<file path="src/rtl/rbfk_pkg.sv">
package rbfk_pkg;

    localparam int MAX_VECTORS = 256;
    localparam int MAX_DIMS    = 64;
    localparam int VEC_W       = $clog2(MAX_VECTORS);
    localparam int DIM_W       = $clog2(MAX_DIMS);
    localparam int ADDR_W      = VEC_W + DIM_W;
    localparam int STORE_DEPTH = MAX_VECTORS * MAX_DIMS;

    localparam int FEAT_W  = 16;
    localparam int GAMMA_W = 24;
    localparam int DIMS_W  = 7;
    localparam int VIU_W   = 9;
    localparam int KERN_W  = 17;
    localparam int CFG_W   = 24;

    // Squared distance: up to MAX_DIMS squares, each below 2^32.
    localparam int D2_W   = 32 + DIM_W;
    localparam int D2_LO  = D2_W / 2;
    localparam int D2_HI  = D2_W - D2_LO;
    localparam int X_W    = D2_W + GAMMA_W;
    localparam int SUM_W  = 35;
    localparam int E_W    = 33;

    localparam logic [31:0] EXP_NEG_ONE_Q32 = 32'd1580030169;
    localparam logic [3:0]  LAST_TERM       = 4'd12;

    localparam logic [1:0] CFG_GAMMA  = 2'd0;
    localparam logic [1:0] CFG_DIMS   = 2'd1;
    localparam logic [1:0] CFG_VIU    = 2'd2;
    localparam logic [1:0] CFG_UNUSED = 2'd3;

    localparam logic OP_LOAD  = 1'b0;
    localparam logic OP_QUERY = 1'b1;

    typedef struct packed {
        logic             start;
        logic             rd;
        logic [DIM_W-1:0] elem;
        logic             sq;
        logic             acc;
        logic             mul;
        logic             xsum;
        logic             tinit;
        logic             tmul;
        logic             tdiv;
        logic             tcor;
        logic [3:0]       k;
        logic             eclamp;
        logic             emul;
        logic             eshift;
        logic             out;
    } t_dp_cmd;

    typedef struct packed {
        logic       err;
        logic       gamma_zero;
        logic       big;
        logic [3:0] n;
    } t_dp_stat;

    // floor(2^32 / k); the quotient from it is low by at most one.
    function automatic logic [31:0] recip(input logic [3:0] k);
        logic [31:0] r;
        case (k)
            4'd1:    r = 32'hFFFFFFFF;
            4'd2:    r = 32'h80000000;
            4'd3:    r = 32'h55555555;
            4'd4:    r = 32'h40000000;
            4'd5:    r = 32'h33333333;
            4'd6:    r = 32'h2AAAAAAA;
            4'd7:    r = 32'h24924924;
            4'd8:    r = 32'h20000000;
            4'd9:    r = 32'h1C71C71C;
            4'd10:   r = 32'h19999999;
            4'd11:   r = 32'h1745D174;
            4'd12:   r = 32'h15555555;
            default: r = 32'hFFFFFFFF;
        endcase
        return r;
    endfunction

endpackage

</file>
<file path="src/rtl/rbfk_ctrl.sv">
module rbfk_ctrl
    import rbfk_pkg::*;
(
    input  logic              i_clk,
    input  logic              i_rst_n,
    input  logic              i_in_valid,
    input  logic              i_operation,
    output logic              o_in_stall,
    output logic              o_out_valid,
    input  logic              i_out_stall,
    input  logic [DIMS_W-1:0] i_dims,
    input  t_dp_stat          i_stat,
    output t_dp_cmd           o_cmd
);

    typedef enum logic [12:0] {
        S_IDLE   = 13'b0000000000001,
        S_DIST   = 13'b0000000000010,
        S_DRAIN  = 13'b0000000000100,
        S_MUL    = 13'b0000000001000,
        S_XSUM   = 13'b0000000010000,
        S_TINIT  = 13'b0000000100000,
        S_TMUL   = 13'b0000001000000,
        S_TDIV   = 13'b0000010000000,
        S_TCOR   = 13'b0000100000000,
        S_ECLAMP = 13'b0001000000000,
        S_EMUL   = 13'b0010000000000,
        S_ESHIFT = 13'b0100000000000,
        S_OUT    = 13'b1000000000000
    } t_state;

    t_state            r_state, n_state;
    logic [DIMS_W-1:0] r_elem, n_elem;
    logic [3:0]        r_k, n_k;
    logic [3:0]        r_ncnt, n_ncnt;
    logic [1:0]        r_pipe, n_pipe;
    logic              r_valid, n_valid;
    logic [DIMS_W-1:0] eff_dims;
    logic              out_free;

    assign o_in_stall  = (r_state != S_IDLE);
    assign o_out_valid = r_valid;

    always_comb begin
        eff_dims = (i_dims > DIMS_W'(MAX_DIMS)) ? DIMS_W'(MAX_DIMS) : i_dims;
        out_free = !r_valid || !i_out_stall;
        n_state = r_state;
        n_elem  = r_elem;
        n_k     = r_k;
        n_ncnt  = r_ncnt;
        n_valid = (r_valid && !i_out_stall) ? 1'b0 : r_valid;
        o_cmd = '0;
        o_cmd.elem = r_elem[DIM_W-1:0];
        o_cmd.k    = r_k;
        o_cmd.sq   = r_pipe[0];
        o_cmd.acc  = r_pipe[1];
        case (r_state)
            S_IDLE: begin
                if (i_in_valid && i_operation == OP_QUERY) begin
                    o_cmd.start = 1'b1;
                    n_elem  = '0;
                    n_state = S_DIST;
                end
            end
            S_DIST: begin
                if (i_stat.err) begin
                    n_state = S_OUT;
                end else if (r_elem < eff_dims) begin
                    o_cmd.rd = 1'b1;
                    n_elem = r_elem + DIMS_W'(1);
                end else begin
                    n_state = S_DRAIN;
                end
            end
            S_DRAIN: begin
                if (r_pipe == 2'b00) begin
                    n_state = S_MUL;
                end
            end
            S_MUL: begin
                o_cmd.mul = 1'b1;
                n_state = S_XSUM;
            end
            S_XSUM: begin
                o_cmd.xsum = 1'b1;
                n_state = S_TINIT;
            end
            S_TINIT: begin
                if (i_stat.gamma_zero || i_stat.big) begin
                    n_state = S_OUT;
                end else begin
                    o_cmd.tinit = 1'b1;
                    n_k    = 4'd2;
                    n_ncnt = i_stat.n;
                    n_state = S_TMUL;
                end
            end
            S_TMUL: begin
                o_cmd.tmul = 1'b1;
                n_state = S_TDIV;
            end
            S_TDIV: begin
                o_cmd.tdiv = 1'b1;
                n_state = S_TCOR;
            end
            S_TCOR: begin
                o_cmd.tcor = 1'b1;
                if (r_k == LAST_TERM) begin
                    n_state = S_ECLAMP;
                end else begin
                    n_k = r_k + 4'd1;
                    n_state = S_TMUL;
                end
            end
            S_ECLAMP: begin
                o_cmd.eclamp = 1'b1;
                n_state = (r_ncnt == 4'd0) ? S_OUT : S_EMUL;
            end
            S_EMUL: begin
                o_cmd.emul = 1'b1;
                n_state = S_ESHIFT;
            end
            S_ESHIFT: begin
                o_cmd.eshift = 1'b1;
                n_ncnt = r_ncnt - 4'd1;
                n_state = (r_ncnt == 4'd1) ? S_OUT : S_EMUL;
            end
            S_OUT: begin
                if (out_free) begin
                    o_cmd.out = 1'b1;
                    n_valid = 1'b1;
                    n_state = S_IDLE;
                end
            end
            default: begin
                n_state = S_IDLE;
            end
        endcase
        n_pipe = {r_pipe[0], o_cmd.rd};
    end

    always_ff @(posedge i_clk) begin
        if (!i_rst_n) begin
            r_state <= S_IDLE;
            r_valid <= 1'b0;
            r_pipe  <= 2'b00;
            r_elem  <= '0;
            r_k     <= 4'd2;
            r_ncnt  <= 4'd0;
        end else begin
            r_state <= n_state;
            r_valid <= n_valid;
            r_pipe  <= n_pipe;
            r_elem  <= n_elem;
            r_k     <= n_k;
            r_ncnt  <= n_ncnt;
        end
    end

    // A finished result never overwrites one that is still being held.
    a_no_overwrite: assert property (@(posedge i_clk) disable iff (!i_rst_n)
        o_cmd.out |-> (!r_valid || !i_out_stall))
        else $error("result loaded over a stalled result");

    // The series index stays within the thirteen terms.
    a_term_range: assert property (@(posedge i_clk) disable iff (!i_rst_n)
        (r_state == S_TMUL || r_state == S_TDIV || r_state == S_TCOR)
        |-> (r_k >= 4'd2 && r_k <= LAST_TERM))
        else $error("Taylor term index out of range");

    // The distance sum is complete before gamma is applied.
    a_drained: assert property (@(posedge i_clk) disable iff (!i_rst_n)
        o_cmd.mul |-> (r_pipe == 2'b00 && $past(r_state) == S_DRAIN))
        else $error("distance pipeline not drained");

endmodule

</file>
<file path="config.mk">
export PLATFORM = sky130hd
export DESIGN_NAME = rbfk_ctrl
export DESIGN_NICKNAME = d
export VERILOG_FILES = /design/src/rtl/rbfk_pkg.sv /design/src/rtl/rbfk_ctrl.sv
export SDC_FILE = /design/constraint.sdc
export NUM_CORES = 1
export LEC_CHECK = 0
export BUFFER_PORTS_ARGS = -buffer_cell sky130_fd_sc_hd__clkbuf_2
export CAP_MARGIN = 20
export CELL_PAD_IN_SITES_DETAIL_PLACEMENT = 0
export CELL_PAD_IN_SITES_GLOBAL_PLACEMENT = 2
export CORE_MARGIN = 2
export CORE_UTILIZATION = 31
export DETAILED_ROUTE_END_ITERATION = 6
export GPL_TIMING_DRIVEN = 0
export PLACE_DENSITY_LB_ADDON = 0.1
export SKIP_LAST_GASP = 1
export SYNTH_ARGS = -nofsm -noshare
export SYNTH_HDL_FRONTEND = slang
export SYNTH_SLANG_ARGS = --single-unit
</file>
<file path="constraint.sdc">
create_clock -name i_clk -period 2.9 [get_ports i_clk]
set_input_delay 0.58 -clock i_clk [delete_from_list [all_inputs] [get_ports i_clk]]
set_output_delay 0.58 -clock i_clk [all_outputs]
set_load 0.03 [all_outputs]
</file>
==> metrics.txt, run 1 <==
list of most frequent post-synthesis cells=dfxtp_1 (31), a21oi_1 (21), nand2_1 (18); top cells by area, synth=dfxtp_1 (31%), ha_1 (6.9%), a21oi_1 (5.3%), nand2_1 (3.4%), o21ai_0 (2.8%); share of cells above drive strength 1=27.09%; I/O pin total=45; Final Non-Filler Cells=376; Largest stage delay, worst path=0.53 ns; worst path required time=2.32 ns; crit path DAT=2.31 ns; post-detailed-placement half-perimeter wirelength=4258 µm; met3 Use GR=3.462%; total of max-cap violations=0; crit end category=output pin; core area=6277 µm²; VDD IR max=0.2342 mV; Hold Path End=r_elem[6]; FILL cells=685; total track usage=16.87%; H-Tree Depth=2; Synth area leader=dfxtp_1; post-synthesis sequential area ratio=31.33%; DR pass1 iterations=4; crit path max fanout=10; dominant synthesized flop cell=dfxtp_1; clk_lat worst skew=0.28 ns; Placed Cells=367; first-pass GRT wire length=9570 µm; Yosys reg bits=31; max-slew violations=0; standard-cell rows=29; final hold viol count=0; post-synth top area share=31.33%; Avg Cell Area, Syn=8.051 µm²; largest net degree at the start of global routing=11; post-placement cell area=2297 µm²; Post-Syn Area=1981 µm²; antenna violations before repair=0; Leak=1.031 nW; max_slew headroom=62.42%; final setup fails=0; Synth Warn #=0; Final WS setup=0.007331 ns; Overflow after GRT=0; RSZ-0062 raised after global routing=yes; via count=2005; post-synthesis cell count=246; worst slack at placement=-0.1128 ns; fin crit period=2.893 ns; # DRC=0; final WL=5648 µm; CTS Buf Count=5; CTS Buffer Depth=2; Crit Path Class=flop to output pin; Post-synth EDFFs=0; vias in the first global route=1952; fin area=2460 µm²; HP Start=r_elem[6]; Async SR Flop Fraction=0%; diode count=0; die width=83.93 µm; status=completed; Slowest cell on crit path=or4b_4; drt wl/cell=15.02 µm; gpl congestion=0.7867; area grow syn2layout=24.19%; Min-Delay Path Class=flop to flop; Initial Util=31.55%; GR met1 Demand/Resource=21.75%; hold path depth=2; overall die height=83.93 µm; r2r setup slk=0.60 ns; post-route ant nets=0; maximum clock rate=0.3457 GHz; RR Endpoint=r_elem[3]; clock skew=0.003569 ns; count leader, synth=dfxtp_1; Mapped Nets=276; critical path cell sequence=clkbuf_1 > or4b_4 > nor4_4 > o211ai_1 > buf_4 > inv_2 > clkbuf_4; NumNets Final=328; CP startpoint kind=flop; Worst-path clk slew=0.07 ns; # port buffers=44; Power Dens Cells=371.2 nW/µm²; met2 usage=28.22%; Final Cycle Share=99.75%; Yosys cell types=55; via/cell ratio=5.332; die area=7044 µm²; r2r startpoint=r_state[0]; Worst-Margin Slew=0.5637 ns; FF-to-FF path depth=7; CTS tree=yes; Root Buffer=clkbuf_8; 1st-iter DRT viols=52; CTS Sinks=31; global route hottest layer=met2
[layout by cell type (no fill, tap or decap), types with 4 or more instances in the layout]
master    netlist  routed
inv_2           3       4
clkbuf_2        0      43
a21oi_1        21      21
nand4_1         6       6
nor2_1         14      14
inv_1          12      11
clkbuf_8        0       7
nand2b_1        7       7
nand3_1        10      10
dfxtp_1        31      30
or3_1           8       8
nor2b_1         4       4
buf_4           6       9
nor3_1          6       5
a31oi_1         5       4
clkbuf_1        4       4
nand2_1        18      18
and2_1          6       6
ha_1           11      11
nor4_1          7       5
o21ai_0        11      11
and3_1          4       4
[timing repair]
action                     CTS  global route
pin swaps                    0             2
setup endpoints to repair    2             6
setup buffers                0             2
resized for setup            4             7
hold buffers                 0             0
[critical path: cells and delay by family (launching register included)]
family,cells,cell delay (ns)
AND/OR/NAND/NOR,2,0.84
buffers and inverters,4,0.68
flip-flops,1,0.30
AO/OA/AOI/OAI,1,0.20
[flip-flops by register name, summed over array words and instances (netlist names)]
signal / flops
r_state: 13
r_ncnt: 4
o_out_valid: 1
r_elem: 7
r_pipe: 2
r_k: 4
[how the worst max path moves through the flow]
stage	start	to	slack (ns)
after detailed placement	i_dims[6]	o_cmd[22]	-0.11
after global placement	i_dims[6]	o_cmd[22]	-0.09
after CTS	i_dims[6]	o_cmd[22]	-0.04
after global routing	r_state[0]	o_cmd[22]	-0.1
after floorplan	r_state[0]	o_cmd[10]	0.18
final	r_state[0]	o_cmd[22]	0.007
[power breakdown]
part	switching [W]	leakage, nW	internal (W)
Sequential	0.00000295	0.250	0.000428
Clock	0.000170	0.0515	0.000217
Combinational	0.0000594	0.729	0.0000352
Total	0.000233	1.03	0.000680
[per-layer routing]
metal  wire (µm)  share of wire, %
met1        2700                48
met2        2655                47
met3         202               3.6
met4          90               1.6
met5           0                 0
[final cells by class]
cell class,count,area [µm²],area share (%)
Multi-Input combinational cell,188,1272,51.73
Sequential cell,31,621.8,25.28
Timing Repair Buffer,46,237.7,9.664
Clock buffer,8,100.1,4.069
Tap cell,77,96.34,3.917
Buffer,11,75.07,3.052
Inverter,15,56.30,2.289
[cells by family (layout without fill, tap and decap cells)]
logic type,after synthesis,count (layout),share of synthesized area [%]
and+or+nand+nor,110,110,33.48
muxes,1,1,0.5054
AOI/OAI and AO/OA,64,64,20.15
adders and majority gates,11,11,6.949
xor gates and xnor gates,2,2,0.8846
buffers and inverters,27,80,6.695
DFF,31,31,31.33
[metrics by stage]
step	util (%)	TNS, ns	hold WS [ns]	total power [W]
finish	39.19	0	0.4933	0.0009131
global route	39.19	-0.09993	0.5195	0.0009529
CTS	38.41	-0.03781	0.4972	0.0009192
detailed placement	36.60	-0.1128	0.4813	0.0005316
global placement	36.60	-0.09158	0.4693	0.0005320
floorplan	-	0	0.4556	0.0004987
Power figures use the tool's default switching activity.
==> run 2, diff against run 1 <==
ABC_AREA = 1   (was default)
CORE_UTILIZATION = 29   (was 31)
==> run 2 against run 1 <==
Net effect: cell area is 3.2% higher; sequential share of layout area down 0.83 points; register-to-register slack gained 0.40 ns; power grew 26%; clock skew rose by 0.0046 ns; clock-buffer cell count is 2 lower; combinational power grew to 4.0 times the previous value; non-clock buffer count decreased by 5; worst hold slack got worse by 0.034 ns; die area is 14% higher; worst setup slack improved by 0.22 ns; critical path type is now primary input to output pin.
==> metrics.txt, run 2 <==
Crit path buffers/inverters=4; antenna violations before repair=0; post-synthesis sequential area ratio=29.25%; standard-cell rows=31; fin crit period=2.676 ns; kind of cell adding the most delay to the critical path=buffers and inverters; post-detailed-placement half-perimeter wirelength=4304 µm; Leak=1.279 nW; Hold Buf Count CTS=0; CTS Buffer Depth=2; I/O pin total=45; post-placement cell area=2466 µm²; area grow syn2layout=19.63%; drt wl/cell=11.75 µm; H-Tree Depth=2; critical path cell sequence=clkbuf_2 > inv_2 > nand2_1 > ha_1 > a21oi_1 > nand2_1 > a21oi_2 > nand2_4 > inv_1 > clkbuf_2; Power Dens Cells=452.8 nW/µm²; via count=2035; final setup fails=0; vias in the first global route=1864; Synth Warn #=0; NumNets Final=395; overall die height=89.54 µm; Post-CTS Setup Inserts=0; largest net degree at the start of global routing=11; post-synth top area share=29.25%; r2r setup slk=1.00 ns; VDD IR max=0.1514 mV; Crit Path Class=primary input to output pin; total chip power=0.001150 W; 1st-iter DRT viols=82; Largest stage delay, worst path=0.29 ns; die width=89.54 µm; max FFs per register=13; Root Buffer=clkbuf_8; # port buffers=44; Final Cycle Share=92.27%; DR pass1 iterations=4; gpl congestion=0.7678; Initial Util=29.57%; diode count=0; CTS Buf Count=5; worst path required time=2.32 ns; crit end category=output pin; CP startpoint kind=primary input; clk_lat worst skew=0.28 ns; dominant synthesized flop cell=dfxtp_1; RSZ-0062 raised after global routing=no; top cells by area, synth=dfxtp_1 (29%), nand2_1 (12%), inv_1 (8.5%), ha_1 (6.5%), nand3_1 (6.1%); Mapped Nets=344; first-pass GRT wire length=9045 µm; most frequent cells in the layout=nand2_1 (67), inv_1 (48), clkbuf_2 (44); # DRC=0; Avg Cell Area, Syn=6.758 µm²; maximum clock rate=0.3737 GHz; cts repair resizes=0; setup TNS=0 ns; CTS Sinks=31; via/cell ratio=4.395; total track usage=14.85%; Min-Delay Path Class=flop to flop; list of most frequent post-synthesis cells=nand2_1 (67), inv_1 (48), dfxtp_1 (31); Slowest cell on crit path=ha_1; max-slew violations=0; top flop regs=r_state (13), r_elem (7); Worst-path clk slew=0.07 ns; crit path DAT=2.10 ns; FILL cells=816; status=completed; Overflow after GRT=0; Yosys reg bits=31; crit path max fanout=7; die area=8017 µm²; share of cells above drive strength 1=25.27%; Async SR Flop Fraction=0%; final WL=5438 µm; CTS tree=yes; max_slew headroom=59.36%; post-route ant nets=0; core area=7176 µm²; fin area=2539 µm²; Synth area leader=dfxtp_1; clock skew=0.008190 ns; largest reg by FF count=r_state; most common cell after layout, fill and taps aside=nand2_1; Worst-Margin Slew=0.6096 ns; Yosys cell types=33; Post-synth EDFFs=0; final hold viol count=0; count leader, synth=nand2_1; post-synthesis cell count=314; Post-Syn Area=2122 µm²; total of max-cap violations=0
==> run 2: cell count changes after synthesis, sizes merged, moves of 6 or more <==
cell | previous run | this run
nand2b | 7 | 0
nand3 | 10 | 29
nand2 | 18 | 77
or3 | 8 | 0
inv | 15 | 53
and2 | 6 | 0
nor4 | 11 | 2
nor2 | 14 | 43
==> run 2: cells by family (layout without fill, tap and decap cells) <==
kind of cell,Yosys count,in the layout,share of synthesized area [%]
compound gates,37,37,9.848
xor+xnor,8,8,3.302
fa+ha+maj,11,11,6.486
buf+inv,61,111,11.85
flops,31,31,29.25
simple gates,166,166,39.27
==> run 2: where the power goes <==
group          leakage [nW]  internal, W  switching, W
logic                 0.992     0.000107      0.000271
clock network        0.0371     0.000160      0.000161
registers             0.250     0.000440     0.0000108
total                  1.28     0.000707      0.000443
==> run 2: area by class of cell <==
type                            count  area [µm²]  area share (%)
Timing Repair Buffer               44       220.2           8.674
Tap cell                           99       123.9           4.879
Inverter                           53       198.9           7.836
Multi-Input combinational cell    222        1250           49.24
Buffer                              8       52.55           2.070
Sequential cell                    31       620.6           24.45
Clock buffer                        6       72.57           2.859
==> run 2: worst paths after layout <==
| path | startpoint | depth (start not counted) | to |
|---|---|---|---|
| min | r_pipe[0] | 2 | r_pipe[1] |
| min reg2reg | r_pipe[0] | 2 | r_pipe[1] |
| max | i_dims[6] | 10 | o_cmd[22] |
| max reg2reg | r_elem[4] | 10 | r_state[6] |
==> run 2: tightest hold or removal path: cells and delay by family, from the launching register on <==
kind	cells	cell delay [ns]
and+or+nand+nor	1	0.06
DFF	1	0.33
buffers and inverters	1	0.03
==> run 2: per-stage QoR <==
step | std cells | util (%) | hold slack, ns | worst slack [ns]
detailed placement | 457 | 34.37 | 0.4632 | 0.2210
finish | 463 | 35.38 | 0.4597 | 0.2242
global placement | 457 | 34.37 | 0.4487 | 0.2483
global route | 463 | 35.38 | 0.4934 | 0.09912
floorplan | 314 | - | 0.4534 | 0.5835
CTS | 463 | 35.38 | 0.4733 | 0.2227
==> run 2: per-layer routing <==
| metal | track usage [%] | wire [µm] |
|---|---|---|
| met1 | 20.74 | 2860 |
| met2 | 23.26 | 2308 |
| met3 | 3.139 | 217 |
| met4 | 3.664 | 52 |
| met5 | 0 | 0 |
